--- src/wht_pkg.sv ---
// Shared types and constants of the Walsh-Hadamard sync detector.
package wht_pkg;

   localparam int COEF_WIDTH   = 23;
   localparam int BIN_WIDTH    = 6;
   localparam int THRESH_WIDTH = 22;
   localparam logic [THRESH_WIDTH-1:0] THRESH_RESET = 22'd19000;

   // Butterfly operation on one element of a stage.
   typedef enum logic [1:0] {
      BF_PASS,
      BF_SUM,
      BF_DIFF
   } bf_op_type;

   typedef struct packed {
      logic      load_wr;   // write an accepted sample into bank 0
      logic      bf_rd;     // butterfly read, result written in the following cycle
      bf_op_type op;
      logic      bank;      // bank read this cycle
      logic      nrg_abs;   // energy pipeline steps
      logic      nrg_sq;
      logic      nrg_cmp;
      logic      out_rd;    // read one result into the output queue
   } wht_cmd_type;

   typedef struct packed {
      logic out_room;       // output queue can take one more read
      logic out_idle;       // output queue empty, nothing in flight
   } wht_status_type;

endpackage

--- src/wht_ctrl.sv ---
// Sequencer: sample load, transform stages, energy check and result readout.
module wht_ctrl
   import wht_pkg::*;
#(
   parameter int BLOCK_SIZE   = 64
) (
   input  logic                            clock,
   input  logic                            reset,
   input  logic                            req_valid,
   output logic                            req_stall,
   output wht_cmd_type                     cmd,
   output logic [$clog2(BLOCK_SIZE)-1:0]   cmd_idx,
   output logic [$clog2(BLOCK_SIZE)-1:0]   cmd_ptr,
   input  wht_status_type                  status
);

   localparam int IW = $clog2(BLOCK_SIZE);
   localparam int SW = (IW > 1) ? $clog2(IW) : 1;
   localparam logic [IW-1:0] LAST_IDX   = IW'(BLOCK_SIZE - 1);
   localparam logic [SW-1:0] LAST_STAGE = SW'(IW - 1);
   localparam logic          RES_BANK   = 1'(IW % 2);

   typedef enum logic [3:0] {
      ST_LOAD,
      ST_STAGE,
      ST_GAP,
      ST_NRG_RD,
      ST_NRG_ABS,
      ST_NRG_SQ,
      ST_NRG_CMP,
      ST_EMIT,
      ST_DRAIN
   } state_type;

   state_type     state_ff, state_in;
   logic [IW-1:0] idx_ff, idx_in;
   logic [SW-1:0] stage_ff, stage_in;
   logic [IW-1:0] hmask;
   logic [IW-1:0] partner;
   logic          in_range;

   assign hmask    = IW'(1) << stage_ff;
   assign partner  = idx_ff ^ hmask;
   assign in_range = {1'b0, partner} < (IW+1)'(BLOCK_SIZE);
   assign cmd_idx  = idx_ff;
   assign cmd_ptr  = partner;

   always_comb begin
      state_in  = state_ff;
      idx_in    = idx_ff;
      stage_in  = stage_ff;
      req_stall = 1'b1;
      cmd       = '0;
      cmd.op    = BF_PASS;
      cmd.bank  = RES_BANK;
      unique case (state_ff)
         ST_LOAD: begin
            req_stall   = 1'b0;
            cmd.load_wr = req_valid;
            if (req_valid) begin
               if (idx_ff == LAST_IDX) begin
                  idx_in   = '0;
                  stage_in = '0;
                  state_in = ST_STAGE;
               end else begin
                  idx_in = idx_ff + 1'b1;
               end
            end
         end
         ST_STAGE: begin
            cmd.bf_rd = 1'b1;
            cmd.bank  = stage_ff[0];
            if ((idx_ff & hmask) != '0) begin
               cmd.op = BF_DIFF;
            end else if (in_range) begin
               cmd.op = BF_SUM;
            end else begin
               cmd.op = BF_PASS;
            end
            if (idx_ff == LAST_IDX) begin
               idx_in   = '0;
               state_in = ST_GAP;
            end else begin
               idx_in = idx_ff + 1'b1;
            end
         end
         ST_GAP: begin
            if (stage_ff == LAST_STAGE) begin
               idx_in   = LAST_IDX;
               state_in = ST_NRG_RD;
            end else begin
               stage_in = stage_ff + 1'b1;
               state_in = ST_STAGE;
            end
         end
         ST_NRG_RD: begin
            state_in = ST_NRG_ABS;
         end
         ST_NRG_ABS: begin
            cmd.nrg_abs = 1'b1;
            state_in    = ST_NRG_SQ;
         end
         ST_NRG_SQ: begin
            cmd.nrg_sq = 1'b1;
            state_in   = ST_NRG_CMP;
         end
         ST_NRG_CMP: begin
            cmd.nrg_cmp = 1'b1;
            idx_in      = '0;
            state_in    = ST_EMIT;
         end
         ST_EMIT: begin
            if (status.out_room) begin
               cmd.out_rd = 1'b1;
               if (idx_ff == LAST_IDX) begin
                  idx_in   = '0;
                  state_in = ST_DRAIN;
               end else begin
                  idx_in = idx_ff + 1'b1;
               end
            end
         end
         ST_DRAIN: begin
            if (status.out_idle) begin
               state_in = ST_LOAD;
            end
         end
         default: begin
            state_in = ST_LOAD;
         end
      endcase
   end

   always_ff @(posedge clock) begin
      if (reset) begin
         state_ff <= ST_LOAD;
         idx_ff   <= '0;
         stage_ff <= '0;
      end else begin
         state_ff <= state_in;
         idx_ff   <= idx_in;
         stage_ff <= stage_in;
      end
   end

endmodule

--- config.mk ---
export PLATFORM = sky130hd
export DESIGN_NAME = wht_ctrl
export DESIGN_NICKNAME = d
export VERILOG_FILES = /design/src/wht_pkg.sv /design/src/wht_ctrl.sv
export SDC_FILE = /design/constraint.sdc
export NUM_CORES = 1
export LEC_CHECK = 0
export BUFFER_PORTS_ARGS = -buffer_cell sky130_fd_sc_hd__buf_4
export CORE_UTILIZATION = 59
export CTS_BUF_LIST = sky130_fd_sc_hd__clkbuf_4 sky130_fd_sc_hd__clkbuf_8
export DETAILED_ROUTE_END_ITERATION = 6
export GPL_TIMING_DRIVEN = 0
export PLACE_DENSITY = 0.87
export SLEW_MARGIN = 10
export SYNTH_ARGS = -nofsm -noshare
export SYNTH_HDL_FRONTEND = slang
export SYNTH_SLANG_ARGS = --single-unit
--- constraint.sdc ---
create_clock -name clock -period 5.29 [get_ports clock]
set_clock_uncertainty 0.2 [all_clocks]
set_input_delay 0.529 -clock clock [delete_from_list [all_inputs] [get_ports clock]]
set_output_delay 0.529 -clock clock [all_outputs]
set_load 0.02 [all_outputs]
Word level (Yosys, flattened, before mapping)
Cells that the tools add are included.

Register bits after elaboration: 13. Input port bits: 5. Output and inout bits: 22.

Muxes and demuxes: 26. Equal/unequal tests: 18. Add/sub/neg operators: 2. Reduce and logical (&&, ||, !) cells: 7. Shift-type cells: 1. Bitwise gates (word level): 2.

Operators by type and width (count): $pmux 4 s9 (1); $pmux 6 s5 (1); $mux 4 (7); $mux 6 (4); $eq 4x3->1 const B (4); $ne 2x2->1 const B (8); $mux 3 (3); $eq 4x2->1 const B (2); $reduce_and 4->1 (2); $mux 1 (7); $add 6x1->6 const B (1); $and 6x6->6 (1); $eq 6x6->1 const B (1); $pmux 3 s2 (1); $reduce_and 6->1 (1); $reduce_bool 6->1 (1); $shl 1x3->6 const A (1); $xor 6x6->6 (1); $reduce_bool 5->1 (1); $eq 4x1->1 const B (1); $eq 4x4->1 const B (1); $logic_not 4->1 (1); $mux 2 (2); $add 3x1->3 const B (1); 2 further kinds (2).

Longest topological paths before layout
Gate-level depths: netlist of run 1.

Depth after elaboration: 5. Mapped depth: 7. Depth with buffers taken out: 7.

Least setup slack after synthesis of run 1
Ideal clock, no wire load.

Kind: flip-flop to output port. Start point: register stage_ff[0]. End point: output port cmd[5] in the netlist's numbering. Cell stages (with the launch flop): 7. Setup slack: 3.097 ns. Arrival: 1.464 ns. Data required time: 4.561 ns. Buffers on the path: 0. Path through: dfxtp_1 -> inv_1 -> ha_1 -> nor2b_1 -> ha_1 -> nor4_1 -> and3_1.

RTL lines: start, declared (RTL line wht_ctrl.sv:37) `logic [SW-1:0] stage_ff, stage_in;`; start signal, assigned (RTL line wht_ctrl.sv:142) `stage_ff <= stage_in;`; end, declared (RTL line wht_ctrl.sv:11) `output wht_cmd_type cmd,`.

==> results of run 1 <==
## worst max-delay path: stages (launching register included)
cell and delay, ns:
dfxtp_1 0.36, inv_1 0.09, ha_1 0.20, nor2b_1 0.13, ha_1 0.18, nor4_1 0.37
and3_1 0.21, buf_4 0.14
## cell type report
class,instances,area (um2)
Buffer,7,55.1
Clock buffer,4,30.0
Fill cell,137,375
Inverter,6,22.5
Multi-Input combinational cell,109,776
Sequential cell,13,260
Tap cell,25,31.3
Timing Repair Buffer,26,195
## state kept, by name, summed over array words and instances, names as in the netlist
register,cells
state_ff,4
cmd_idx,6
stage_ff,3
## layer usage
layer | track usage (%) | vias to the layer above | share of wire, %
li1 | - | 534 | -
met1 | 38.0 | 502 | 44
met2 | 50.6 | 22 | 50
met3 | 7.14 | 6 | 2.9
met4 | 15.2 | 0 | 2.1
met5 | 0 | - | 0
## power groups by stage
stage               Clock [mW]  Combinational, mW  Sequential, mW
floorplan                    0             0.0197           0.112
global placement             0             0.0388           0.109
detailed placement           0             0.0395           0.109
CTS                     0.0733             0.0398           0.107
global route            0.0773             0.0435           0.108
finish                  0.0730             0.0400           0.107
## layout by cell type, fill, tap and decap left out, types with 2 or more instances in the layout
cell type,instances
a21oi_1,9
clkbuf_1,2
o21ai_0,3
a2111oi_4,2
nor2_1,24
nand2b_1,3
mux2_2,3
o22ai_1,2
inv_1,6
ha_1,12
nand2_1,6
nor3_1,7
buf_4,27
clkbuf_4,4
and3_1,4
dfxtp_1,13
buf_6,2
a211oi_1,3
and2_1,3
nor2b_1,6
## final timing paths
| kind | slack (ns) | to | startpoint | cells past startpoint |
|---|---|---|---|---|
| worst max register to register | 3.00 | stage_ff[2] | stage_ff[1] | 6 |
| worst min-delay path | 0.32 | state_ff[3] | status[0] | 4 |
| worst min register to register | 0.34 | cmd_idx[5] | cmd_idx[5] | 2 |
| worst max-delay path | 2.59 | cmd[5] | stage_ff[1] | 7 |
## cell families (layout without fill, tap and decap cells)
group | count (synthesis) | in the layout
adders and majority gates | 12 | 12
and+or+nand+nor | 69 | 69
AOI/OAI and AO/OA | 23 | 23
buffers and inverters | 13 | 43
xor gates and xnor gates | 1 | 1
DFF | 13 | 13
muxes | 4 | 4
## stage by stage
stage / std cells / total power, mW / setup slack, ns / cell area [um2]
global placement: 186 / 0.148 / 2.97 / 1340
detailed placement: 186 / 0.149 / 2.93 / 1340
CTS: 190 / 0.220 / 2.59 / 1370
finish: 190 / 0.220 / 2.59 / 1370
floorplan: 135 / 0.132 / 3.10 / 1110
global route: 190 / 0.229 / 2.45 / 1370
==> results by group, run 1 <==
Power
  • Worst VDD drop: between 0.15 and 0.2 mV
  • Switching portion of total power: between 30% and 40%
  • Pleak: around 0.64 nW
  • Cell Pwr Density: 161 nW/um2
  • Net Sw Power: between 0.06 and 0.07 mW
  • Sequential cell fraction of total power: about half
  • Gate power share: a little under a fifth
  • Int Pwr: roughly 0.15 mW
  • Clock Power Share: 33.2%

Yosys
  • Multiplexer share of the synthesized area: under 10%
  • XOR/XNOR Fraction of Synth Area: less than 1%
  • #FFs+latches synth: 13
  • Post-synth top cells: nor2_1, dfxtp_1, ha_1
  • Netlist cell types: 43
  • Synth top area share: 23.4%
  • Cell accounting for the most synthesized area: dfxtp_1
  • Main combinational cell family by area after synthesis: simple AND/OR/NAND/NOR gates
  • Synth Warn #: 0
  • Async SR Flop Fraction: 0%
  • Most frequent cell after synthesis: nor2_1
  • Synth Area in Simple Gates: 34.8%
  • Syn Std Cell Area: 1110 um2
  • Synth Flop Type: dfxtp_1
  • Post-Syn Nets: 152
  • Synth Area in Adders: between 10% and 20%
  • Fraction of the mapped netlist area in compound gates: between 15 and 20%
  • Register area share after synthesis: a little under a quarter
  • Mapped Cells: about 140
  • Synth Area per Inst: 8.25 um2
  • Top post-synthesis cells by area: dfxtp_1, ha_1, nor2_1, a2111oi_4, a21oi_1
  • EDFF count, synth: 0

Floorplanning
  • Core Box Area: 1750 um2
  • Initial core utilization: around 64%
  • Die width: 45.4 um
  • Die Area: ~2100 um2
  • Num rows: 15
  • # IOs: 27
  • DIE HEIGHT: 45.4 um

Global route
  • Vias in the first global route: just under 1,000
  • Tot GR Track Use: a little over 30%
  • Initial antenna violation count: 0
  • Grt ovf: 0
  • First-pass GRT wire length: approximately 4500 um
  • Largest net degree at the start of global routing: 11

STA
  • Setup TNS: 0 ns
  • Worst Max-Slew Pin Slew: roughly 0.50 ns
  • Final Hold Fails: 0
  • Relative slew slack: around two thirds
  • Worst hold slack: approximately 0.32 ns
  • Final Cycle Share: 51.0%
  • Max Clock Freq: roughly 370 MHz
  • Setup Viol. Count Final: 0
  • Slew Limit Fails: 0
  • RSZ-0062 raised after global routing: false
  • Minimum clock period: between 2 and 3 ns

Routing
  • Drt drc: 0
  • Total wire length: roughly 2700 um
  • Initial drt markers: 17
  • Via density: between 5 and 6
  • Drt first pass iters: 6
  • DR vias: 1,064
  • Post-route antenna net violation count: 0
  • Post-DR wirelength/cell: approximately 14 um

Clock tree
  • Post_cts resized: 0
  • Clock sink count: 13
  • Clock-pin transition on the worst setup and hold timing paths: roughly 0.090 ns
  • TritonCTS Buffers: 3
  • Post-CTS Setup Bufs: 0
  • CTS Buffer Depth: 2
  • Clock Latency Late Sink: 0.29 ns
  • Clock root cell: clkbuf_4
  • CTS tree: yes
  • Hold-fix buffers, CTS: 0
  • H-tree levels: 1

Run
  • Total of max-cap violations: 0

Setup path
  • WP data arrival: 1.97 ns
  • Worst Setup End Kind: output port
  • Startpoint Class: register
  • CP Class: reg2out
  • Biggest fanout along the worst timing path: 3
  • Worst path required time: about 4.6 ns

Cells and area
  • Area delta synth->final: 23.0%
  • # nets final: around 180
  • Final antenna diode count: 0
  • Utilization after layout: between 70% and 80%
  • Fraction of layout cells with a size suffix above 1: between 20% and 30%

Outcome
  • Status: finished clean

Hold path
  • HP Class: in2reg

Placement
  • I/O Buffers: 26
  • Routability Congestion: between 0.8 and 0.9
  • Dpl hpwl: 2010 um
(Power assumes the default switching activity.)
==> run 2: changes to the inputs <==
CORE_UTILIZATION = 55   (was 59)
PLACE_DENSITY = 0.82   (was 0.87)
clock period = 2.78 ns   (was 5.29 ns; I/O delays follow)
==> run 2 against run 1 <==
- clock power increased by 79%
- critical path depth unchanged
- first-iteration DRC count increased by 35%
- setup slack got worse by 2.3 ns
- final cell count unchanged
- global-route usage decreased by 4.0 points
- wire length decreased by 4.9%
- core utilization decreased by 2.5 points
- die area increased by 6.9%
- register-to-register slack got worse by 2.5 ns
- critical path type unchanged
- critical endpoint unchanged
==> results by group, run 2 (synthesized netlist as in run 1, its figures left out) <==
Clock tree
  • Clock Latency Late Sink: 0.28 ns (was 0.29 ns)
  • Clock sink count: 13 (unchanged)
  • Post_cts resized: 0 (unchanged)
  • CTS Buffer Depth: 2 (unchanged)
  • Hold-fix buffers, CTS: 0 (unchanged)
  • Post-CTS Setup Bufs: 0 (unchanged)
  • H-tree levels: 1 (unchanged)
  • CTS tree: yes (unchanged)
  • Clock-pin transition on the worst setup and hold timing paths: 0.08 ns (was 0.09 ns)
  • TritonCTS Buffers: 3 (unchanged)
  • Clock root cell: clkbuf_4 (unchanged)

Cells and area
  • Utilization after layout: 76.0% (was 78.5%)
  • Area delta synth->final: 23.0% (unchanged)
  • Final antenna diode count: 0 (unchanged)
  • # nets final: 183 (unchanged)
  • Most frequent cells in the layout: buf_4, nor2_1, dfxtp_1 (unchanged)
  • Design Area, Final: 1370 um2 (unchanged)
  • Fraction of layout cells with a size suffix above 1: 29.1% (unchanged)
  • Commonest non-fill, non-tap cell in the layout: buf_4 (unchanged)
  • Max FFs per register: 6 (unchanged)

STA
  • Relative slew slack: 67.2% (was 66.7%)
  • Max Clock Freq: approximately 410 MHz
  • Worst Max-Slew Pin Slew: 0.493 ns (was 0.499 ns)
  • RSZ-0062 raised after global routing: false (unchanged)
  • Final Hold Fails: 0 (unchanged)
  • Final Cycle Share: between 80% and 90%
  • Minimum clock period: about 2.5 ns
  • Slew Limit Fails: 0 (unchanged)
  • Setup Viol. Count Final: 0 (unchanged)
  • Final setup margin: 0.312 ns (was 2.59 ns)
  • Setup TNS: 0 ns (unchanged)

Setup path
  • Critical R2R Launch: stage_ff[1] (unchanged)
  • Biggest fanout along the worst timing path: 4 (was 3)
  • R2R Setup Slk: 0.51 ns (was 3.00 ns)
  • CP Class: reg2out (unchanged)
  • Startpoint Class: register (unchanged)
  • RR Endpoint: stage_ff[1] (was stage_ff[2])
  • R2R depth: 6 (unchanged)
  • Worst path required time: 2.30 ns (was 4.56 ns)
  • WP data arrival: 1.99 ns (was 1.97 ns)
  • Worst Setup End Kind: output port (unchanged)

Outcome
  • Status: finished clean (unchanged)

Global route
  • Initial antenna violation count: 0 (unchanged)
  • Tot GR Track Use: 27.0% (was 31.0%)
  • Largest net degree at the start of global routing: 11 (unchanged)
  • Grt ovf: 0 (unchanged)
  • First-pass GRT wire length: 4110 um (was 4540 um)
  • Vias in the first global route: 959 (was 990)

Floorplanning
  • Core Box Area: 1800 um2 (was 1750 um2)
  • Die Area: 2210 um2 (was 2070 um2)
  • # IOs: 27 (unchanged)
  • DIE HEIGHT: 47.0 um (was 45.4 um)
  • Initial core utilization: 61.8% (was 63.8%)
  • Num rows: 15 (unchanged)
  • Die width: 47.0 um (was 45.4 um)

Routing
  • Drt drc: 0 (unchanged)
  • Via density: 5.66 (was 5.60)
  • Post-DR wirelength/cell: 13.5 um (was 14.2 um)
  • Drt first pass iters: 4 (was 6)
  • DR vias: 1,076 (was 1,064)
  • Total wire length: 2570 um (was 2710 um)
  • Post-route antenna net violation count: 0 (unchanged)
  • Initial drt markers: 23 (was 17)

Hold path
  • Min-delay src: status[0] (unchanged)
  • Worst hold endpoint: state_ff[3] (unchanged)
  • Hold Path Depth: 4 (unchanged)
  • HP Class: in2reg (unchanged)

Run
  • Total of max-cap violations: 0 (unchanged)

Power
  • Cell Pwr Density: 300 nW/um2 (was 161 nW/um2)
  • Pleak: 0.644 nW (unchanged)
  • Worst VDD drop: 0.237 mV (was 0.160 mV)

Placement
  • Placement Cell Area: 1340 um2 (unchanged)
  • Worst slack, placed: 0.522 ns (was 2.93 ns)
  • I/O Buffers: 26 (unchanged)
  • Routability Congestion: 0.838 (was 0.862)
  • Dpl hpwl: 2020 um (was 2010 um)
-- run 2: cell counts in the layout (fill, tap and decap cells not counted) --
Identical to the previous run, type by type.
-- run 2: report_power, final --
group / leakage [nW] / internal, mW / switching, mW
Combinational: 0.519 / 0.0340 / 0.0420
Clock: 0.0184 / 0.0655 / 0.0653
Sequential: 0.106 / 0.193 / 0.0113
Total: 0.644 / 0.292 / 0.119
-- run 2: through the flow --
| step | instances | hold slack (ns) | power [mW] |
|---|---|---|---|
| final | 190 | 0.0778 | 0.411 |
| after CTS | 190 | 0.0773 | 0.413 |
| after global placement | 186 | 0.307 | 0.282 |
| after floorplan | 135 | 0.271 | 0.250 |
| after detailed placement | 186 | 0.318 | 0.283 |
| after global routing | 190 | 0.0996 | 0.427 |
-- run 2: worst max-delay path by stage --
stage,from,to
3_5_place_dp,stage_ff[1],stage_ff[1]
5_1_grt,stage_ff[0],cmd[5]
4_1_cts,stage_ff[0],cmd[5]
2_1_floorplan,cmd_idx[0],stage_ff[0]
3_3_place_gp,stage_ff[1],stage_ff[1]
6_report,stage_ff[0],cmd[5]
-- run 2: area by class of cell --
type,count,area [um2]
multi-input cells,109,776
fillers,135,432
flip-flops and latches,13,260
repair buffers,26,195
plain buffers,7,55.1
well taps,25,31.3
clock buffers,4,30.0
inverters,6,22.5
-- run 2: worst max-delay path, cell delays in order, from the launching register on --
cell	delay, ns
dfxtp_1	0.40
inv_1	0.11
ha_1	0.20
nor2b_1	0.12
ha_1	0.18
nor4_1	0.33
and3_1	0.21
buf_4	0.14
-- run 2: per-layer routing --
layer | track usage [%] | up-vias | share of wire (%)
met1 | 31.1 | 498 | 44
li1 | - | 533 | -
met4 | 10.9 | 0 | 2.1
met3 | 7.69 | 9 | 4.4
met5 | 0 | - | 0
met2 | 46.9 | 36 | 50
